--- src/rtl/sgb_pkg.sv ---
// sgb_pkg: shared types and constants of the spatial grid bucket index
// word layouts, job codes, sequencer states, register indexes
// no dependencies
package sgb_pkg;

    localparam int POINTS = 64;
    localparam int PTR_W  = 6;
    localparam int LINK_W = 7;
    localparam int COLS   = 16;
    localparam int ROWS   = 16;
    localparam int COL_W  = 4;
    localparam int ROW_W  = 4;
    localparam int CELLS  = COLS * ROWS;
    localparam int CELL_W = COL_W + ROW_W;

    localparam logic [1:0] KIND_ADD   = 2'd0;
    localparam logic [1:0] KIND_MOVE  = 2'd1;
    localparam logic [1:0] KIND_QUERY = 2'd2;

    localparam logic [2:0] CFG_MIN_X   = 3'd0;
    localparam logic [2:0] CFG_MAX_X   = 3'd1;
    localparam logic [2:0] CFG_WIDTH_X = 3'd2;
    localparam logic [2:0] CFG_MIN_Y   = 3'd3;
    localparam logic [2:0] CFG_MAX_Y   = 3'd4;
    localparam logic [2:0] CFG_WIDTH_Y = 3'd5;
    localparam logic [2:0] CFG_CELLS_X = 3'd6;
    localparam logic [2:0] CFG_CELLS_Y = 3'd7;

    typedef struct packed {
        logic [1:0]         kind;
        logic [5:0]         element;
        logic signed [31:0] coord_x;
        logic signed [31:0] coord_y;
        logic [30:0]        radius;
    } t_in;

    typedef struct packed {
        logic [5:0] neighbor;
        logic       found;
        logic [3:0] cell_col;
        logic [3:0] cell_row;
        logic       last;
    } t_out;

    typedef enum logic [1:0] {
        OP_ADD,
        OP_MOVE,
        OP_QUERY
    } t_op;

    typedef struct packed {
        t_op                op;
        logic [PTR_W-1:0]   element;
        logic signed [31:0] coord_x;
        logic signed [31:0] coord_y;
        logic [30:0]        radius;
    } t_job;

    typedef enum logic [4:0] {
        ST_IDLE,
        ST_RDPOS,
        ST_OCELL,
        ST_UNLINK,
        ST_NCELL,
        ST_HRD,
        ST_LINK,
        ST_LINK2,
        ST_RES,
        ST_QCELL,
        ST_RSQ,
        ST_NBSEL,
        ST_HEAD,
        ST_WALK,
        ST_PRD,
        ST_PWAIT,
        ST_M1,
        ST_M2,
        ST_CMP,
        ST_QEND
    } t_state;

    function automatic logic [3:0] cell_last(input logic [4:0] n, input logic [4:0] lim);
        logic [3:0] r;
        if (n == 5'd0) begin
            r = 4'd0;
        end else if (n > lim) begin
            r = 4'(lim - 5'd1);
        end else begin
            r = 4'(n - 5'd1);
        end
        return r;
    endfunction

endpackage

--- src/rtl/sgb_front.sv ---
// sgb_front: input word queue, decodes the kind and drops unknown kinds
// depends on sgb_pkg
module sgb_front (
    input  logic          i_clk,
    input  logic          i_rst_n,
    input  logic          push,
    output logic          full,
    input  sgb_pkg::t_in  i_item,
    output logic          o_valid,
    output sgb_pkg::t_job o_job,
    input  logic          i_take
);
    import sgb_pkg::*;

    t_job       r_q [2];
    logic       r_wp, r_rp;
    logic [1:0] r_cnt;
    logic       keep;
    logic       wr;
    logic       rd;
    t_job       job_in;

    always_comb begin
        job_in.element = i_item.element;
        job_in.coord_x = i_item.coord_x;
        job_in.coord_y = i_item.coord_y;
        job_in.radius  = i_item.radius;
        keep = 1'b1;
        case (i_item.kind)
            KIND_ADD:   job_in.op = OP_ADD;
            KIND_MOVE:  job_in.op = OP_MOVE;
            KIND_QUERY: job_in.op = OP_QUERY;
            default: begin
                job_in.op = OP_ADD;
                keep = 1'b0;
            end
        endcase
    end

    assign full    = (r_cnt == 2'd2);
    assign o_valid = (r_cnt != 2'd0);
    assign o_job   = r_q[r_rp];
    assign wr      = push && !full && keep;
    assign rd      = i_take && o_valid;

    always_ff @(posedge i_clk) begin
        if (!i_rst_n) begin
            r_wp  <= 1'b0;
            r_rp  <= 1'b0;
            r_cnt <= 2'd0;
        end else begin
            if (wr) begin
                r_wp <= ~r_wp;
            end
            if (rd) begin
                r_rp <= ~r_rp;
            end
            r_cnt <= r_cnt + 2'(wr) - 2'(rd);
        end
    end

    always_ff @(posedge i_clk) begin
        if (wr) begin
            r_q[r_wp] <= job_in;
        end
    end

endmodule

--- config.mk ---
export PLATFORM = sky130hd
export DESIGN_NAME = sgb_front
export DESIGN_NICKNAME = d
export VERILOG_FILES = /design/src/rtl/sgb_pkg.sv /design/src/rtl/sgb_front.sv
export SDC_FILE = /design/constraint.sdc
export NUM_CORES = 1
export LEC_CHECK = 0
export ABC_CLOCK_PERIOD_IN_PS = 7600
export BUFFER_PORTS_ARGS = -buffer_cell sky130_fd_sc_hd__buf_2
export CAP_MARGIN = 20
export CORE_MARGIN = 10
export CORE_UTILIZATION = 40
export DETAILED_ROUTE_END_ITERATION = 6
export GPL_ROUTABILITY_DRIVEN = 0
export PLACE_DENSITY = 0.69
export SYNTH_ARGS = -nofsm -noshare
export SYNTH_HDL_FRONTEND = slang
export SYNTH_SLANG_ARGS = --single-unit
--- constraint.sdc ---
create_clock -name i_clk -period 7.6 [get_ports i_clk]
set_input_delay 1.9 -clock i_clk [delete_from_list [all_inputs] [get_ports i_clk]]
set_output_delay 1.9 -clock i_clk [all_outputs]
set_load 0.02 [all_outputs]
Yosys cells after proc, flatten, opt, wreduce, memory -nomap -nowiden:

Memory sizes are Yosys's and may differ from the RTL's. A register that Yosys moved wholly into a read port is not among the register bits.
Cells that the tools add are included.

* bits in registers: 4
* RAM bits: 206
* memories: 1
* word-level logic and storage cells: 24
* output and inout bits: 105
* input bits: 107

* muxes and demuxes: 6
* equal/unequal tests: 3
* reduce and logical (&&, ||, !) cells: 7
* add/subtract/negate cells: 2
* bitwise operators: 2

Memories
* r_q: depth 2, bits a word 103, read ports 1, clocked after Yosys merged registers in 1, wr ports 1, RTL line sgb_front.sv:15 `t_job r_q [2];`

Operator list (number)
* $mux W1: 5
* $eq A2 B2 Y1 const B: 2
* $pmux W2 S2: 1
* $logic_and A1 B1 Y1: 3
* $reduce_or A3 Y1: 1
* $add A2 B1 Y2: 1
* $eq A2 B1 Y1 const B: 1
* $logic_not A2 Y1: 1
* $not A1 Y1: 2
* $reduce_bool A2 Y1: 1
* $sub A2 B1 Y2: 1
* $logic_not A1 Y1: 1

Longest topological paths before layout:

* depth after elaboration: 6
* depth in mapped cells: 8
* gate-level depth less buffers: 8

Worst setup path before layout:

OpenSTA, ideal clock, no wires.

* kind: input to register
* from: input i_item[101] (netlist name)
* to: memory r_q[0][0] (netlist name) (enable)
* slack: 0.648 ns
* arrival time: 6.386 ns
* setup time: 0.566 ns
* stages on the path: 3
* path buffers: 0
* data required time: 7.034 ns
* path through: nand2_1 -> nand3b_4 -> nor2_1

* longest elaborated chain between the ends: 6
* elaborated cells on any way between the ends: 8
* those cells by class: 2 x eq/ne; 3 x mux; 3 x reduce/logical

Ends and longest elaborated chain
* start, declared: RTL line sgb_front.sv:8 `input sgb_pkg::t_in i_item,`
* $eq A2 B2 Y1 (tied with other cells): RTL line sgb_front.sv:29 `case (i_item.kind)`
* $reduce_or A3 Y1 (no source line) *
* $mux W1 *: RTL line sgb_front.sv:29
* $logic_and A1 B1 Y1 *: RTL line sgb_front.sv:43 `assign wr = push && !full && keep;`
* $mux W1 *: RTL line sgb_front.sv:63 `if (wr) begin`
* $mux W1 (implied by the code) *: RTL line sgb_front.sv:64 `r_q[r_wp] <= job_in;`
* end, declared: RTL line sgb_front.sv:15

Every way passes the cells marked *; elsewhere a longest branch is shown, timed or not.

==> results.yml <==
sta:
  maxSlewHeadroom: 0.4163
  fmax_ghz: 0.2227
  drv_slew: 0
  setup_ws_ns: 3.109
  hold_viol: 0
  finalSetupTns_ns: 0
  fin_crit_ns: 4.491
  timing.final.crit_share: 0.5909
  rsz0062_at_grt: "false"
  tightest_slew_ns: 0.8756
  finalSetupViolCount: 0
  fin_skew_ns: 0.01011
clock_tree:
  cts_buffer_depth: 3
  cts.clk_slew.worst_paths_ns: 0.06
  numCtsBuffers: 22
  htreeDepth: 1
  clk_latency_ns: 0.48
  cts_hold_buf: 0
  cts_resized: 0
  cts_tree: "yes"
  clkSinkCount: 211
  cts-root-buf: "clkbuf_16"
  cts_setup_buffers: 0
global_routing:
  track_usage: 0.1191
  grt_first_pass_wirelength_um: 24460
  first_global_vias: 4412
  grt_start_max_net_pins: 65
  grt_antenna_before_repair: 2
  gr-total-overflow: 0
synth:
  synth.most_common_cell: "edfxtp_1"
  netlist_top_cells_count: "206 x edfxtp_1, 103 x mux2_2, 7 x buf_6"
  ys_top_cells_by_area: "edfxtp_1 80%, mux2_2 15%, dfxtp_1 1.3%, buf_6 1.0%, nor2b_1 0.41%"
  avgSynthCellArea_um2: 22.16
  ys_seq_area_frac: 0.8151
  synth_top_area_cell: "edfxtp_1"
  synth.distinct_cells: 17
  synth_area_um2: 7712
  synth_flop_cell: "edfxtp_1"
  synth-edff-count: 206
  ys_ff_latch: 211
  yosysTopAreaCellShare: 0.8021
  yosys_warnings: 0
  async_flop_share: 0
  synth_nets: 457
  synth_cells: 348
floorplan:
  die_h_um: 158.9
  coreArea_um2: 18830
  ioPinCount: 212
  start_util: 0.4096
  die_area_um2: 25230
  rows: 50
  fp.dieW_um: 158.9
drt:
  drt-vias-per-instance: 4.623
  drc: 0
  dr.pass1.iters: 4
  wirelength_um: 16010
  drt_iter0_markers: 103
  postRouteAntennaNets: 0
  vias: 3943
  wl_per_cell_um: 18.77
pwr:
  p_comb_frac: 0.243
  p_sw_frac: 0.2841
  ir_drop_uv: 190.4
  p_switching_w: 0.0009399
  p_int_w: 0.002369
  seqPwrFrac: 0.448
  p_leak_nw: 3.616
  pwr-share-clk: 0.309
  p_per_area_nw_per_um2: 339.2
critical_path:
  cp_slowest_stage_delay_ns: 0.74
  crit_slowest_cell: "buf_4"
  r2r_start: "r_cnt[1]"
  setup.worst_path.end_class: "output port"
  worst-endpoint-required_ns: 5.70
  cp-start-kind: "flop"
  cp_top_family: "buffers and inverters"
  cp_data_arrival_time_ns: 2.59
  path_buf_inv: 2
  cp_cell_sequence: "buf_4, mux2_2, buf_2"
  crit_type: "reg2out"
  cp_max_fo: 64
cells_and_area:
  fin_nets: 686
  drive_gt1_frac: 0.6047
  syn2layout_area_growth_pct: 26.46
placed_design:
  dp_hpwl_um: 11110
  portBuffers: 211
  pre_cts_slack_ns: 3.517
worst_hold_path:
  hold_class: "reg2reg"
  min_from: "r_wp"
outcome:
  outcome: "finished, final reports clean"
job:
  maxCapViolCount: 0
kinds of logic after synthesis:
family	Yosys count	synth area share
xor gates and xnor gates	3	0.003408
muxes	104	0.1517
adders and majority gates	2	0.003244
and+or+nand+nor	14	0.01152
DFF	211	0.8151
AOI/OAI and AO/OA	1	0.0009738
buffers and inverters	13	0.01411
sequential cells by signal (all words and copies together), names as in the netlist, named ones only:
signal,count
r_rp,1
r_wp,1
r_q,206
r_cnt,2
placed cells by master (no fill, tap or decap), drive strengths merged, types with 3 or more instances in the layout:
cell type	Yosys	routed
nor2b	5	5
xnor2	3	3
edfxtp	206	206
nand2	3	3
clkinv	0	11
clkbuf	0	25
dfxtp	5	5
mux2	103	103
buf	11	216
final cells by class:
class,instances,area (µm²)
fillers,1547,9077
flip-flops and latches,211,6290
multi-input cells,124,1333
repair buffers,216,1094
clock buffers,25,583.1
well taps,260,325.3
clock inverters,14,118.9
inverters,2,7.507
diodes,1,2.502
power by group through the flow:
stage,registers [W],logic (W),clock network (W)
2_1_floorplan,0.00149,0.000587,0
3_5_place_dp,0.00151,0.000821,0
6_report,0.00148,0.000804,0.00102
5_1_grt,0.00150,0.000860,0.00111
3_3_place_gp,0.00150,0.000812,0
4_1_cts,0.00149,0.000826,0.00105
tightest hold or removal path: cells and delay by family (launching register included):
family | cells | cell delay, ns
flops | 1 | 0.34
mux | 1 | 0.07
simple gates | 1 | 0.07
final timing paths:
kind	end	slack, ns	cells past startpoint
setup / recovery	o_job[87]	3.11	3
hold / removal	r_wp	0.54	2
setup reg to reg	r_q[1][90]	5.11	5
hold reg to reg	r_wp	0.54	2
metrics by stage:
| step | area [µm²] | utilization | power, W | hold slack (ns) | instances |
|---|---|---|---|---|---|
| after floorplan | 7712 | - | 0.002081 | 0.4514 | 348 |
| after global placement | 9049 | 0.4805 | 0.002317 | 0.4955 | 813 |
| after detailed placement | 9049 | 0.4805 | 0.002331 | 0.5301 | 813 |
| after CTS | 9751 | 0.5178 | 0.003361 | 0.5462 | 852 |
| after global routing | 9751 | 0.5178 | 0.003465 | 0.5749 | 852 |
| final | 9753 | 0.5179 | 0.003309 | 0.5405 | 853 |
routing by layer:
metal	part of all wire	GRT usage	up-vias	wire length [µm]
met4	0.015	0.02906	2	240
met3	0.075	0.04260	21	1202
li1	-	-	1831	-
met2	0.50	0.2001	156	7944
met5	0.00081	0	-	13
met1	0.41	0.1431	1933	6608
No activity file was read; power rests on OpenSTA's default activity.
