File: src/rtl/sgb_pkg.sv
// sgb_pkg: shared types and constants of the spatial grid bucket index
// word layouts, job codes, sequencer states, register indexes
// no dependencies
package sgb_pkg;

    localparam int POINTS = 64;
    localparam int PTR_W  = 6;
    localparam int LINK_W = 7;
    localparam int COLS   = 16;
    localparam int ROWS   = 16;
    localparam int COL_W  = 4;
    localparam int ROW_W  = 4;
    localparam int CELLS  = COLS * ROWS;
    localparam int CELL_W = COL_W + ROW_W;

    localparam logic [1:0] KIND_ADD   = 2'd0;
    localparam logic [1:0] KIND_MOVE  = 2'd1;
    localparam logic [1:0] KIND_QUERY = 2'd2;

    localparam logic [2:0] CFG_MIN_X   = 3'd0;
    localparam logic [2:0] CFG_MAX_X   = 3'd1;
    localparam logic [2:0] CFG_WIDTH_X = 3'd2;
    localparam logic [2:0] CFG_MIN_Y   = 3'd3;
    localparam logic [2:0] CFG_MAX_Y   = 3'd4;
    localparam logic [2:0] CFG_WIDTH_Y = 3'd5;
    localparam logic [2:0] CFG_CELLS_X = 3'd6;
    localparam logic [2:0] CFG_CELLS_Y = 3'd7;

    typedef struct packed {
        logic [1:0]         kind;
        logic [5:0]         element;
        logic signed [31:0] coord_x;
        logic signed [31:0] coord_y;
        logic [30:0]        radius;
    } t_in;

    typedef struct packed {
        logic [5:0] neighbor;
        logic       found;
        logic [3:0] cell_col;
        logic [3:0] cell_row;
        logic       last;
    } t_out;

    typedef enum logic [1:0] {
        OP_ADD,
        OP_MOVE,
        OP_QUERY
    } t_op;

    typedef struct packed {
        t_op                op;
        logic [PTR_W-1:0]   element;
        logic signed [31:0] coord_x;
        logic signed [31:0] coord_y;
        logic [30:0]        radius;
    } t_job;

    typedef enum logic [4:0] {
        ST_IDLE,
        ST_RDPOS,
        ST_OCELL,
        ST_UNLINK,
        ST_NCELL,
        ST_HRD,
        ST_LINK,
        ST_LINK2,
        ST_RES,
        ST_QCELL,
        ST_RSQ,
        ST_NBSEL,
        ST_HEAD,
        ST_WALK,
        ST_PRD,
        ST_PWAIT,
        ST_M1,
        ST_M2,
        ST_CMP,
        ST_QEND
    } t_state;

    function automatic logic [3:0] cell_last(input logic [4:0] n, input logic [4:0] lim);
        logic [3:0] r;
        if (n == 5'd0) begin
            r = 4'd0;
        end else if (n > lim) begin
            r = 4'(lim - 5'd1);
        end else begin
            r = 4'(n - 5'd1);
        end
        return r;
    endfunction

endpackage

File: src/rtl/sgb_outq.sv
// sgb_outq: two-word result queue between the sequencer and the result port
// depends on sgb_pkg
module sgb_outq (
    input  logic          i_clk,
    input  logic          i_rst_n,
    input  logic          i_push,
    input  sgb_pkg::t_out i_word,
    output logic          o_full,
    output logic          empty,
    input  logic          pop,
    output sgb_pkg::t_out o_result
);
    import sgb_pkg::*;

    t_out       r_q [2];
    logic       r_wp, r_rp;
    logic [1:0] r_cnt;
    logic       wr, rd;

    assign o_full   = (r_cnt == 2'd2);
    assign empty    = (r_cnt == 2'd0);
    assign o_result = r_q[r_rp];
    assign wr       = i_push && !o_full;
    assign rd       = pop && !empty;

    always_ff @(posedge i_clk) begin
        if (!i_rst_n) begin
            r_wp  <= 1'b0;
            r_rp  <= 1'b0;
            r_cnt <= 2'd0;
        end else begin
            if (wr) begin
                r_wp <= ~r_wp;
            end
            if (rd) begin
                r_rp <= ~r_rp;
            end
            r_cnt <= r_cnt + 2'(wr) - 2'(rd);
        end
    end

    always_ff @(posedge i_clk) begin
        if (wr) begin
            r_q[r_wp] <= i_word;
        end
    end

endmodule

File: config.mk
export PLATFORM = sky130hd
export DESIGN_NAME = sgb_outq
export DESIGN_NICKNAME = d
export VERILOG_FILES = /design/src/rtl/sgb_pkg.sv /design/src/rtl/sgb_outq.sv
export SDC_FILE = /design/constraint.sdc
export NUM_CORES = 1
export LEC_CHECK = 0
export BUFFER_PORTS_ARGS = -buffer_cell sky130_fd_sc_hd__buf_2
export CORE_UTILIZATION = 51
export CTS_CLUSTER_DIAMETER = 80
export DETAILED_ROUTE_END_ITERATION = 12
export GPL_TIMING_DRIVEN = 0
export PLACE_DENSITY_LB_ADDON = 0.15
export SETUP_SLACK_MARGIN = 0.5
export SLEW_MARGIN = 20
export SYNTH_ARGS = -nofsm -noshare
export SYNTH_HDL_FRONTEND = slang
export SYNTH_SLANG_ARGS = --single-unit
File: constraint.sdc
create_clock -name i_clk -period 2.3 [get_ports i_clk]
set_input_delay 0.23 -clock i_clk [delete_from_list [all_inputs] [get_ports i_clk]]
set_output_delay 0.23 -clock i_clk [all_outputs]
set_load 0.02 [all_outputs]
## After elaboration in Yosys (flattened, before gate mapping)

Memories as Yosys holds them, arrays and structs flattened. A register that Yosys moved wholly into a read port is not among the register bits.
Index checks and enable logic that the tools add are counted.

| storage, ports and cells | value |
|---|---|
| flip-flop bits (word level) | 4 |
| bits in writable memories | 32 |
| bits of input ports | 20 |
| output and inout bits | 18 |
| word-level logic and storage cells | 18 |
| memories | 1 |

Memories:

| memory | words | bits a word | read ports | clocked after Yosys merged registers in | wr ports | line | text |
|---|---|---|---|---|---|---|---|
| r_q | 2 | 16 | 1 | 1 | 1 | sgb_outq.sv:15 | `t_out r_q [2];` |

| operators by class | value |
|---|---|
| add/sub/neg operators | 2 |
| eq/ne operators | 1 |
| mux-type cells | 4 |
| bitwise gates (word level) | 2 |
| reduce and logical (&&, ||, !) cells | 5 |

Operator list:

| cell | number |
|---|---|
| $mux 1 | 4 |
| $add 2x1->2 | 1 |
| $eq 2x2->1 const B | 1 |
| $logic_and 1x1->1 | 2 |
| $logic_not 1->1 | 2 |
| $logic_not 2->1 | 1 |
| $not 1->1 | 2 |
| $sub 2x1->2 | 1 |

## Longest topological paths before layout

| depth | value |
|---|---|
| word-level depth | 5 |
| depth in mapped cells | 8 |
| gate-level depth less buffers | 8 |

## Least setup slack after synthesis

Ideal clock, no wire load.

| timing | value |
|---|---|
| path type | register -> register |
| start | register r_cnt[0] |
| end | memory r_q[0][0] (netlist name) (enable) |
| setup time | 0.388 ns |
| data arrival time | 1.284 ns |
| required time | 1.912 ns |
| slack | 0.627 ns |
| stages on the path, launching flop included | 4 |
| path buffers | 0 |
| period minus slack after synthesis | 1.673 ns |
| cell sequence | dfxtp_1 > nand2b_1 > nand2_1 > nor2_1 |

| on the way | value |
|---|---|
| longest elaborated chain between the ends | 5 |

Ends and longest elaborated chain:

| what | line | text |
|---|---|---|
| start, declared | sgb_outq.sv:17 | `logic [1:0] r_cnt;` |
| start signal, assigned | sgb_outq.sv:38 | `r_cnt <= r_cnt + 2'(wr) - 2'(rd);` |
| $eq 2x2->1 | sgb_outq.sv:20 | `assign o_full = (r_cnt == 2'd2);` |
| $logic_not 1->1 | sgb_outq.sv:23 | `assign wr = i_push && !o_full;` |
| $logic_and 1x1->1 | sgb_outq.sv:23 |  |
| $mux 1 | sgb_outq.sv:43 | `if (wr) begin` |
| $mux 1 (not written as such) | sgb_outq.sv:44 | `r_q[r_wp] <= i_word;` |
| end, declared | sgb_outq.sv:15 |  |

Every way passes these cells.

## Worst setup path after layout

| timing | value |
|---|---|
| start | register r_cnt[0] |
| end | register r_cnt[1] |

| on the way | value |
|---|---|
| longest elaborated chain between the ends | 5 |
| elaborated cells on any way between the ends | 8 |
| those cells by class | add/sub: 2; eq/ne: 1; reduce/logical: 5 |

Ends and longest elaborated chain:

| what | line |
|---|---|
| $eq 2x2->1 | sgb_outq.sv:20 |
| $logic_not 1->1 | sgb_outq.sv:23 |
| $logic_and 1x1->1 | sgb_outq.sv:23 |
| $add 2x1->2 | sgb_outq.sv:38 |
| $sub 2x1->2 (*) | sgb_outq.sv:38 |

Mark *: on every way between the ends. The rest lies on a longest branch, timed or not.
A chain may end at the register's enable or synchronous reset.

==> flow_summary_export.csv <==
group,metric,value,unit
timing,timing.max_slew.rel_slack,50.3,%
grt,grt_start_max_net_pins,17,
route,ant_nets,0,
logic_synthesis,synth_largest_area_cell,"sky130_fd_sc_hd__edfxtp_1",
timing,setup_slack,638,ps
pwr,pwr_per_cell_area,1170,nW/um^2
hold_path,hold_path.class,"in2reg",
logic_synthesis,postSynthAreaPerCell,18.8,um^2
cts,clk_sink_count,37,
cts,cts-buffers-inserted,5,
grt,grt_antenna_before_repair,0,
grt,grt_remaining_overflow,0,
finish,n_antenna_cell,0,
setup_path,endpoint_kind,"flip-flop",
setup_path,max_stage_delay,380,ps
placement,port_buffers,37,
timing,finalSetupTns,0,ps
cts,clock_transition_at_path_regs,110,ps
timing,final-hold-violation-count,0,
timing,period_needed,1660,ps
hold_path,whs_path_depth,1,
setup_path,critical_path_class,"reg2reg",
floorplan,die_h,55.2,um
logic_synthesis,synth.area.top_cells,"sky130_fd_sc_hd__edfxtp_1, sky130_fd_sc_hd__mux2_4, sky130_fd_sc_hd__dfxtp_1, sky130_fd_sc_hd__mux2_2, sky130_fd_sc_hd__ha_1",
grt,gr-usage-all-layers,14.3,%
logic_synthesis,synthDominantCellAreaShare,66.6,%
placement,dp_hpwl,1.30,mm
setup_path,required,2560,ps
setup_path,critPathLaunch,"r_cnt[0]",
cts,ctsRootBufferMaster,"sky130_fd_sc_hd__clkbuf_4",
finish,most_common_cell_after_layout_fill_and_taps_aside,"sky130_fd_sc_hd__buf_2",
route,wire_per_inst,12.5,um
finish,area_delta_synth_final,21.1,%
logic_synthesis,postSynthRegisterBits,37,
setup_path,timing.critical_path.from_type,"flip-flop",
run_status,result_of_the_run,"completed",
finish,layout.core_utilization,68.1,%
finish,area.sequential,1060,um^2
timing,report.final.slew_viol_count,0,
logic_synthesis,synthDistinctLibCells,18,
cts,post-cts-setup-buffer-count,0,
pwr,p_leak,0.721,nW
route,remaining_drc_errors,0,
logic_synthesis,synth.yosys.seq_area_share,73.5,%
grt,grt_first_pass_wirelength,3.17,mm
setup_path,setup_slack_on_the_worst_flop_to_flop_path,640,ps
pwr,vdd.ir_drop.worst,807,uV
setup_path,critical_path.reg2reg.startpoint,"r_cnt[0]",
finish,final_cell_mix,"sky130_fd_sc_hd__buf_2, sky130_fd_sc_hd__edfxtp_1, sky130_fd_sc_hd__mux2_4",
timing,timing.clock.skew,8.87,ps
route,via_to_cell_ratio,4.97,
setup_path,crit_chain,"nand2b_1 -> nand2_1 -> ha_1 -> inv_1 -> ha_1 -> xor2_1 -> and2_1 -> nor3_1",
setup_path,crit_path_max_delay_cell_type,"sky130_fd_sc_hd__dfxtp_1",
placement,post-place-ws,617,ps
setup_path,critPathMaxFanout,4,
finish,nFillCells,200,
finish,post_route_cells_drive_above_1_share,50.8,%
placement,finalWeightedCongestion,0.596,
job,cap_viol_max_count,0,
floorplan,io-pin-count,38,
cts,cts_tree,"done",
cts,clock_path_buffers,2,
logic_synthesis,synthesis.yosys.warnings,0,
grt,grt_pass1_vias,706,
route,finalWirelength,1.90,mm
route,dr_total_vias,756,
timing,max_slew.worst_pin.slew,745,ps
setup_path,worst_path_most_repeated_cell,"sky130_fd_sc_hd__ha_1",
finish,finish.net_count,143,
floorplan,rows,18,
timing,min_period_over_period,72.3,%
setup_path,r2r_depth,8,
timing,report.final.setup_viol,0,
floorplan,floorplan.die.width,55.2,um
setup_path,cp.arrival,1920,ps
pwr,total_power,0.00205,W
logic_synthesis,synth.net_count,99,
floorplan,start_util,56.2,%
floorplan,core-area,2570,um^2
logic_synthesis,mappedNetlistArea,1440,um^2
cts,cts.htree.levels,2,
setup_path,worstSetupEndpoint,"r_cnt[1]",
cts,clkLatencyLatePin,330,ps
timing,hold_slack,79.7,ps
timing,grt_setup_unrepaired,"no",
logic_synthesis,syn_inst,77,
route,drt_pre_antenna_iters,3,
floorplan,die_outline_area,3050,um^2
timing,max_freq,602,MHz
route,first_iter_violations,22,
finish,multi_input_comb_area,348,um^2
setup_path,r2r_end,"r_cnt[1]",
-- area by class of cell --
class                      count  share of cell area (%)
sequential                    37                    60.7
multi-input combinational     35                    19.9
timing repair buffer          37                    10.6
clock buffer                   6                    2.36
tap                           30                    2.15
clock inverter                 2                    1.93
buffer                         2                    1.79
inverter                       3                   0.644
-- registers in the layout (all words and copies together) (netlist names), named ones only --
register and count:
r_q 32, r_cnt 2, r_rp 1, r_wp 1
-- worst min-delay path by stage --
| stage | slack, ps | to | startpoint |
|---|---|---|---|
| final | 80 | r_q[0][6] | i_word[6] |
| after global routing | 50 | r_q[1][13] | i_word[13] |
| after CTS | 60 | r_q[0][6] | i_word[6] |
| after detailed placement | 420 | r_q[1][12] | i_word[12] |
| after global placement | 420 | r_q[0][6] | i_word[6] |
| after floorplan | 330 | r_q[0][0] | i_word[0] |
-- power by group --
part | total [W] | switching (W) | internal, W
clock | 0.000424 | 0.000197 | 0.000226
sequential | 0.000915 | 0.0000448 | 0.000870
combinational | 0.000707 | 0.000379 | 0.000328
-- per-stage QoR --
step	std cells	instance area, um^2
finish	152	1750
detailed placement	144	1670
global placement	144	1670
global route	152	1750
floorplan	77	1440
CTS	152	1740
-- worst max-delay path: cells and delay by family, from the launching register on --
family        cells  cell delay, ps
simple gates      4             550
fa+ha+maj         2             480
flops             1             380
xor+xnor          1             150
buf+inv           1              40
-- layer usage --
layer / share of wire (%) / GRT usage (%) / wire [um]
met5: 0 / 0 / 0
met4: 1.2 / 6.43 / 23
met3: 6.7 / 6.79 / 127
met2: 49 / 22.0 / 938
met1: 43 / 16.9 / 812
-- synthesized netlist by cell type --
master                     number
sky130_fd_sc_hd__ha_1           2
sky130_fd_sc_hd__nor3_1         1
sky130_fd_sc_hd__xor2_1         1
sky130_fd_sc_hd__dfxtp_1        5
sky130_fd_sc_hd__nand2_1        2
sky130_fd_sc_hd__mux2i_1        1
sky130_fd_sc_hd__edfxtp_1      32
sky130_fd_sc_hd__nor2_1         5
sky130_fd_sc_hd__buf_6          1
sky130_fd_sc_hd__xnor2_1        1
sky130_fd_sc_hd__buf_12         1
sky130_fd_sc_hd__mux2_2         6
sky130_fd_sc_hd__o21a_1         1
sky130_fd_sc_hd__inv_1          3
sky130_fd_sc_hd__nand2b_1       2
sky130_fd_sc_hd__and2_1         2
sky130_fd_sc_hd__mux2_4        10
sky130_fd_sc_hd__and3_1         1
-- kinds of logic (layout without fill, tap and decap cells) --
| kind of cell | after synthesis | in the layout | share of synthesized area, % |
|---|---|---|---|
| AOI/OAI and AO/OA | 1 | 1 | 0.520 |
| xor gates and xnor gates | 2 | 2 | 1.21 |
| adders and majority gates | 2 | 2 | 1.73 |
| buffers and inverters | 5 | 50 | 2.95 |
| DFF | 37 | 37 | 73.5 |
| muxes | 17 | 17 | 15.8 |
| and+or+nand+nor | 13 | 13 | 4.33 |
-- what timing repair did --
action | in CTS | in global routing
endpoints found under the setup margin | 0 | 16
hold buffers | 0 | 0
resized for setup | 0 | 1
(Power assumes the default switching activity.)
